`config.mk`:
```
export PLATFORM = sky130hd
export DESIGN_NAME = lbmc_rot_stage
export DESIGN_NICKNAME = d
export VERILOG_FILES = /design/src/design/lbmc_pkg.sv /design/src/design/lbmc_rot_stage.sv
export SDC_FILE = /design/constraint.sdc
export NUM_CORES = 2
export LEC_CHECK = 0
export ABC_AREA = 1
export BUFFER_PORTS_ARGS = -buffer_cell sky130_fd_sc_hd__buf_2
export CORE_AREA = 2 2 287 289
export DETAILED_ROUTE_END_ITERATION = 7
export DIE_AREA = 0 0 289 291
export GPL_ROUTABILITY_DRIVEN = 0
export PLACE_DENSITY = 0.71
export RECOVER_POWER = 100
export SYNTH_ARGS = -nofsm -noshare
export SYNTH_HDL_FRONTEND = slang
export SYNTH_SLANG_ARGS = --single-unit
```
`constraint.sdc`:
```
create_clock -name clock -period 5.3 [get_ports clock]
set_input_delay 0.265 -clock clock [delete_from_list [all_inputs] [get_ports clock]]
set_output_delay 0.265 -clock clock [all_outputs]
set_load 0.03 [all_outputs]
```
`src/design/lbmc_pkg.sv`:
```
// shared types, constants and the arctangent table for the beam motion compensation unit
// used by every module of the design; depends on nothing
package lbmc_pkg;

   localparam int CORDIC_STEPS = 16;
   localparam int TAB_LEN      = 24;
   localparam int NSTEPS       = (CORDIC_STEPS < TAB_LEN) ? CORDIC_STEPS : TAB_LEN;
   localparam int STEP_W       = 5;
   localparam int DW           = 48;
   localparam int PW           = 56;
   localparam int RANGE_W      = 24;
   localparam int ANGLE_W      = 16;
   localparam int POS_W        = 32;
   localparam int CSR_IDX_W    = 2;
   localparam int LATENCY      = 2 * NSTEPS + 6;

   localparam logic signed [23:0] KINV_S = 24'sd2547003;
   localparam logic [21:0]        KINV_U = 22'd2547003;

   localparam logic [CSR_IDX_W-1:0] CSR_REF_POS_X   = 2'd0;
   localparam logic [CSR_IDX_W-1:0] CSR_REF_POS_Y   = 2'd1;
   localparam logic [CSR_IDX_W-1:0] CSR_REF_HEADING = 2'd2;

   typedef struct packed {
      logic                 valid;
      logic                 inf;
      logic [RANGE_W-1:0]   beam_range;
      logic [ANGLE_W-1:0]   beam_angle;
   } ctl_type;

   typedef struct packed {
      logic signed [DW-1:0] x;
      logic signed [DW-1:0] y;
      logic [31:0]          z;
   } vec_type;

   function automatic logic [31:0] atan_val(input logic [STEP_W-1:0] i);
      logic [31:0] r;
      case (i)
         5'd0:    r = 32'd536870912;
         5'd1:    r = 32'd316933406;
         5'd2:    r = 32'd167458907;
         5'd3:    r = 32'd85004756;
         5'd4:    r = 32'd42667331;
         5'd5:    r = 32'd21354465;
         5'd6:    r = 32'd10679838;
         5'd7:    r = 32'd5340245;
         5'd8:    r = 32'd2670163;
         5'd9:    r = 32'd1335087;
         5'd10:   r = 32'd667544;
         5'd11:   r = 32'd333772;
         5'd12:   r = 32'd166886;
         5'd13:   r = 32'd83443;
         5'd14:   r = 32'd41722;
         5'd15:   r = 32'd20861;
         5'd16:   r = 32'd10430;
         5'd17:   r = 32'd5215;
         5'd18:   r = 32'd2608;
         5'd19:   r = 32'd1304;
         5'd20:   r = 32'd652;
         5'd21:   r = 32'd326;
         5'd22:   r = 32'd163;
         5'd23:   r = 32'd81;
         default: r = 32'd0;
      endcase
      return r;
   endfunction

endpackage

```
`src/design/lbmc_rot_stage.sv`:
```
// one registered rotation-mode cordic step, applied to two vectors side by side
// depends on lbmc_pkg
module lbmc_rot_stage (
   input  logic                        clock,
   input  logic                        reset,
   input  logic [lbmc_pkg::STEP_W-1:0] step,
   input  lbmc_pkg::ctl_type           ctl_in,
   input  lbmc_pkg::vec_type           p_in,
   input  lbmc_pkg::vec_type           q_in,
   output lbmc_pkg::ctl_type           ctl_out,
   output lbmc_pkg::vec_type           p_out,
   output lbmc_pkg::vec_type           q_out
);
   import lbmc_pkg::*;

   ctl_type ctl_ff;
   vec_type p_ff, p_in_next, q_ff, q_in_next;

   function automatic vec_type rot(input vec_type v, input logic [STEP_W-1:0] i);
      vec_type o;
      logic signed [DW-1:0] tx, ty;
      tx = v.x >>> i;
      ty = v.y >>> i;
      if (!v.z[31]) begin
         o.x = v.x - ty;
         o.y = v.y + tx;
         o.z = v.z - atan_val(i);
      end else begin
         o.x = v.x + ty;
         o.y = v.y - tx;
         o.z = v.z + atan_val(i);
      end
      return o;
   endfunction

   always_comb begin
      p_in_next = rot(p_in, step);
      q_in_next = rot(q_in, step);
   end

   always_ff @(posedge clock) begin
      if (reset) begin
         ctl_ff.valid <= 1'b0;
      end else begin
         ctl_ff <= ctl_in;
      end
      p_ff <= p_in_next;
      q_ff <= q_in_next;
   end

   assign ctl_out = ctl_ff;
   assign p_out   = p_ff;
   assign q_out   = q_ff;
endmodule

```
==> impl_metrics.env <==
export IMPL_outcome="finished, violations left"
export IMPL_violations="design-rule violations, max-capacitance violations, max-slew violations"
export IMPL_final_area_sq_um=45210
export IMPL_fin_tns_setup_ns=0
export IMPL_relSlewSlack_pct=-45.58
export IMPL_rows=105
export IMPL_timing_final_hold_violations=0
export IMPL_num_vias=49740
export IMPL_maxSlewViolCount=42
export IMPL_yosysWarnings=0
export IMPL_syn_nets=7506
export IMPL_root_buffer="clkbuf_16"
export IMPL_ys_ff_latch=298
export IMPL_die_h_um=291
export IMPL_ios=603
export IMPL_synth_seq_area_share_pct=15.92
export IMPL_cts_resized=0
export IMPL_critPathMaxFanout=84
export IMPL_fillers=8527
export IMPL_placed_area_sq_um=44000
export IMPL_final_common_cell="nand2_1"
export IMPL_dp_slack_ns=-0.04149
export IMPL_cellLeakagePower_nw=22.75
export IMPL_max_freq_mhz=202.1
export IMPL_crit_start="step[0]"
export IMPL_via_per_inst=5.832
export IMPL_critical_path_class="in2reg"
export IMPL_power_density_nw_per_um2=325.9
export IMPL_final_cell_mix="nand2_1, nand3_1, inv_1, nor2_1, a21oi_1"
export IMPL_cts_sinks=298
export IMPL_coreArea_sq_um=81190
export IMPL_crit_required_ns=5.80
export IMPL_setup_viol=0
export IMPL_end_kind="flip-flop"
export IMPL_final_layout_size_suffix_gt1_share_pct=7.165
export IMPL_htreeDepth=2
export IMPL_synth_top_cell_by_area="nand2_1"
export IMPL_first_pass_iters=8
export IMPL_post_dp_hpwl_um=134700
export IMPL_ctsHoldBuffers=47
export IMPL_finalCritPeriodShare_pct=93.34
export IMPL_fin_ws_ns=0.3529
export IMPL_start_util_pct=49.33
export IMPL_cts_buffers=35
export IMPL_synth_top_area_share_pct=19.61
export IMPL_die_area_sq_um=84100
export IMPL_dp_cells=8414
export IMPL_grt_ovfl_total=0
export IMPL_grt_usage_pct=37.13
export IMPL_wirelength_um=164200
export IMPL_area_growth_pct=12.87
export IMPL_clkTransAtPathRegs_ns=0.07
export IMPL_avgSynthCellArea_sq_um=5.802
export IMPL_grt_max_degree=112
export IMPL_ys_async_sr_fraction_pct=0
export IMPL_final_core_util_pct=55.68
export IMPL_clk_path_buf_depth=3
export IMPL_cap_viol_max_count=1
export IMPL_cts_tree="done"
export IMPL_postCtsSetupBuffers=0
export IMPL_stdcell_count=8528
export IMPL_period_needed_ns=4.947
export IMPL_holdWs_ns=0.09330
export IMPL_antenna_found_initial=6
export IMPL_hp_start="p_in[8]"
export IMPL_syn_inst=6903
export IMPL_ys_types=60
export IMPL_ir_drop_v=0.0003307
export IMPL_power_mw=14.73
export IMPL_finalNetCount=8031
export IMPL_ys_flop_type="dfxtp_1"
export IMPL_portBuffers=602
export IMPL_routedWlPerCell_um=19.26
export IMPL_dr_first_iter_drc_count=6270
export IMPL_worstPathArrival_ns=5.45
export IMPL_ant_nets=0
export IMPL_worst_slew_pin_slew_ns=2.184
export IMPL_first_global_vias=44390
export IMPL_fp_dieW_um=289
export IMPL_hold_path_class="in2reg"
export IMPL_drc=29
export IMPL_synth_edff_count=41
export IMPL_worst_setup_path_start_kind="primary input"
export IMPL_netlist_top_cells_area="nand2_1, nand3_1, dfxtp_1"
export IMPL_netlist_area_sq_um=40050
export IMPL_grt_pass1_wl_um=246600
export IMPL_rsz0062_at_grt="false"
## where the power goes
group	switching, mW	internal [mW]	total [mW]
registers	0.309	3.18	3.49
logic	6.25	2.42	8.67
clock network	1.05	1.52	2.57
total	7.62	7.12	14.7
## final cells by class
cell class              instances  area (sq um)  share of cell area [%]
repair buffers                733          3959                   8.757
clock buffers                  49          1033                   2.286
flip-flops and latches        298          6376                   14.10
diodes                          5         12.51                 0.02768
multi-input cells            5654         29660                   65.60
well taps                    1070          1339                   2.961
clock inverters                13         161.4                  0.3570
inverters                     706          2669                   5.904
## worst max-delay path, cell delays in order
cell and delay (ns):
clkbuf_8 0.19, buf_12 0.28, nand2_1 0.09, o21ai_0 0.13, nand2_1 0.12, nand3_1 0.12
nand3_1 0.21, nand3_1 0.20, nand2_1 0.16, nor2_1 0.17, nand2_1 0.07, nor2_1 0.32
nand2_1 0.21, o21ai_1 0.55, xnor2_1 0.15, ha_1 0.41, nand2_1 0.11, nor2_1 0.11
inv_1 0.07, nor2_1 0.14, nand3_1 0.08, o21ai_0 0.48, a31oi_1 0.29, o21ai_0 0.28
xor2_1 0.16
## layer usage
layer	vias up	part of all wire [%]	wire length, um	GRT usage [%]
met2	3010	43	71090	57.95
met1	22310	39	64460	48.31
li1	23920	-	-	-
met4	6	6.6	10770	20.34
met5	-	0.023	38	0
met3	495	11	17840	6.395
## cell families after synthesis
logic type / synth area share (%)
xor+xnor: 8.113
buf+inv: 9.928
fa+ha+maj: 9.421
compound gates: 15.36
mux: 0.04998
flops: 15.92
simple gates: 41.21
## cell usage after synthesis, types with 21 or more instances
cell and n:
buf_2 79, inv_1 662, a31oi_1 73, xnor2_1 117, nand3_1 1038, buf_6 28
buf_1 60, nand2_1 2092, o21ai_0 312, o21a_1 36, xor2_1 254, a21oi_1 372
ha_1 292, inv_2 37, nor3_1 36, nor2_1 588, a21boi_0 27, dfxtp_1 257
o21ai_1 64, o211ai_1 85, edfxtp_1 41, nor2_2 22, clkbuf_1 56, buf_4 21
nand4_1 58
## final timing paths
| path | cells past startpoint | slack (ns) | to |
|---|---|---|---|
| worst min-delay path | 3 | 0.09 | p_out[8] |
| worst max-delay path | 25 | 0.35 | p_out[75] |
## state kept, by name (all words and copies together) (netlist names)
| register | count |
|---|---|
| p_out | 128 |
| q_out | 128 |
| ctl_out | 42 |
Power figures use the tool's default switching activity.
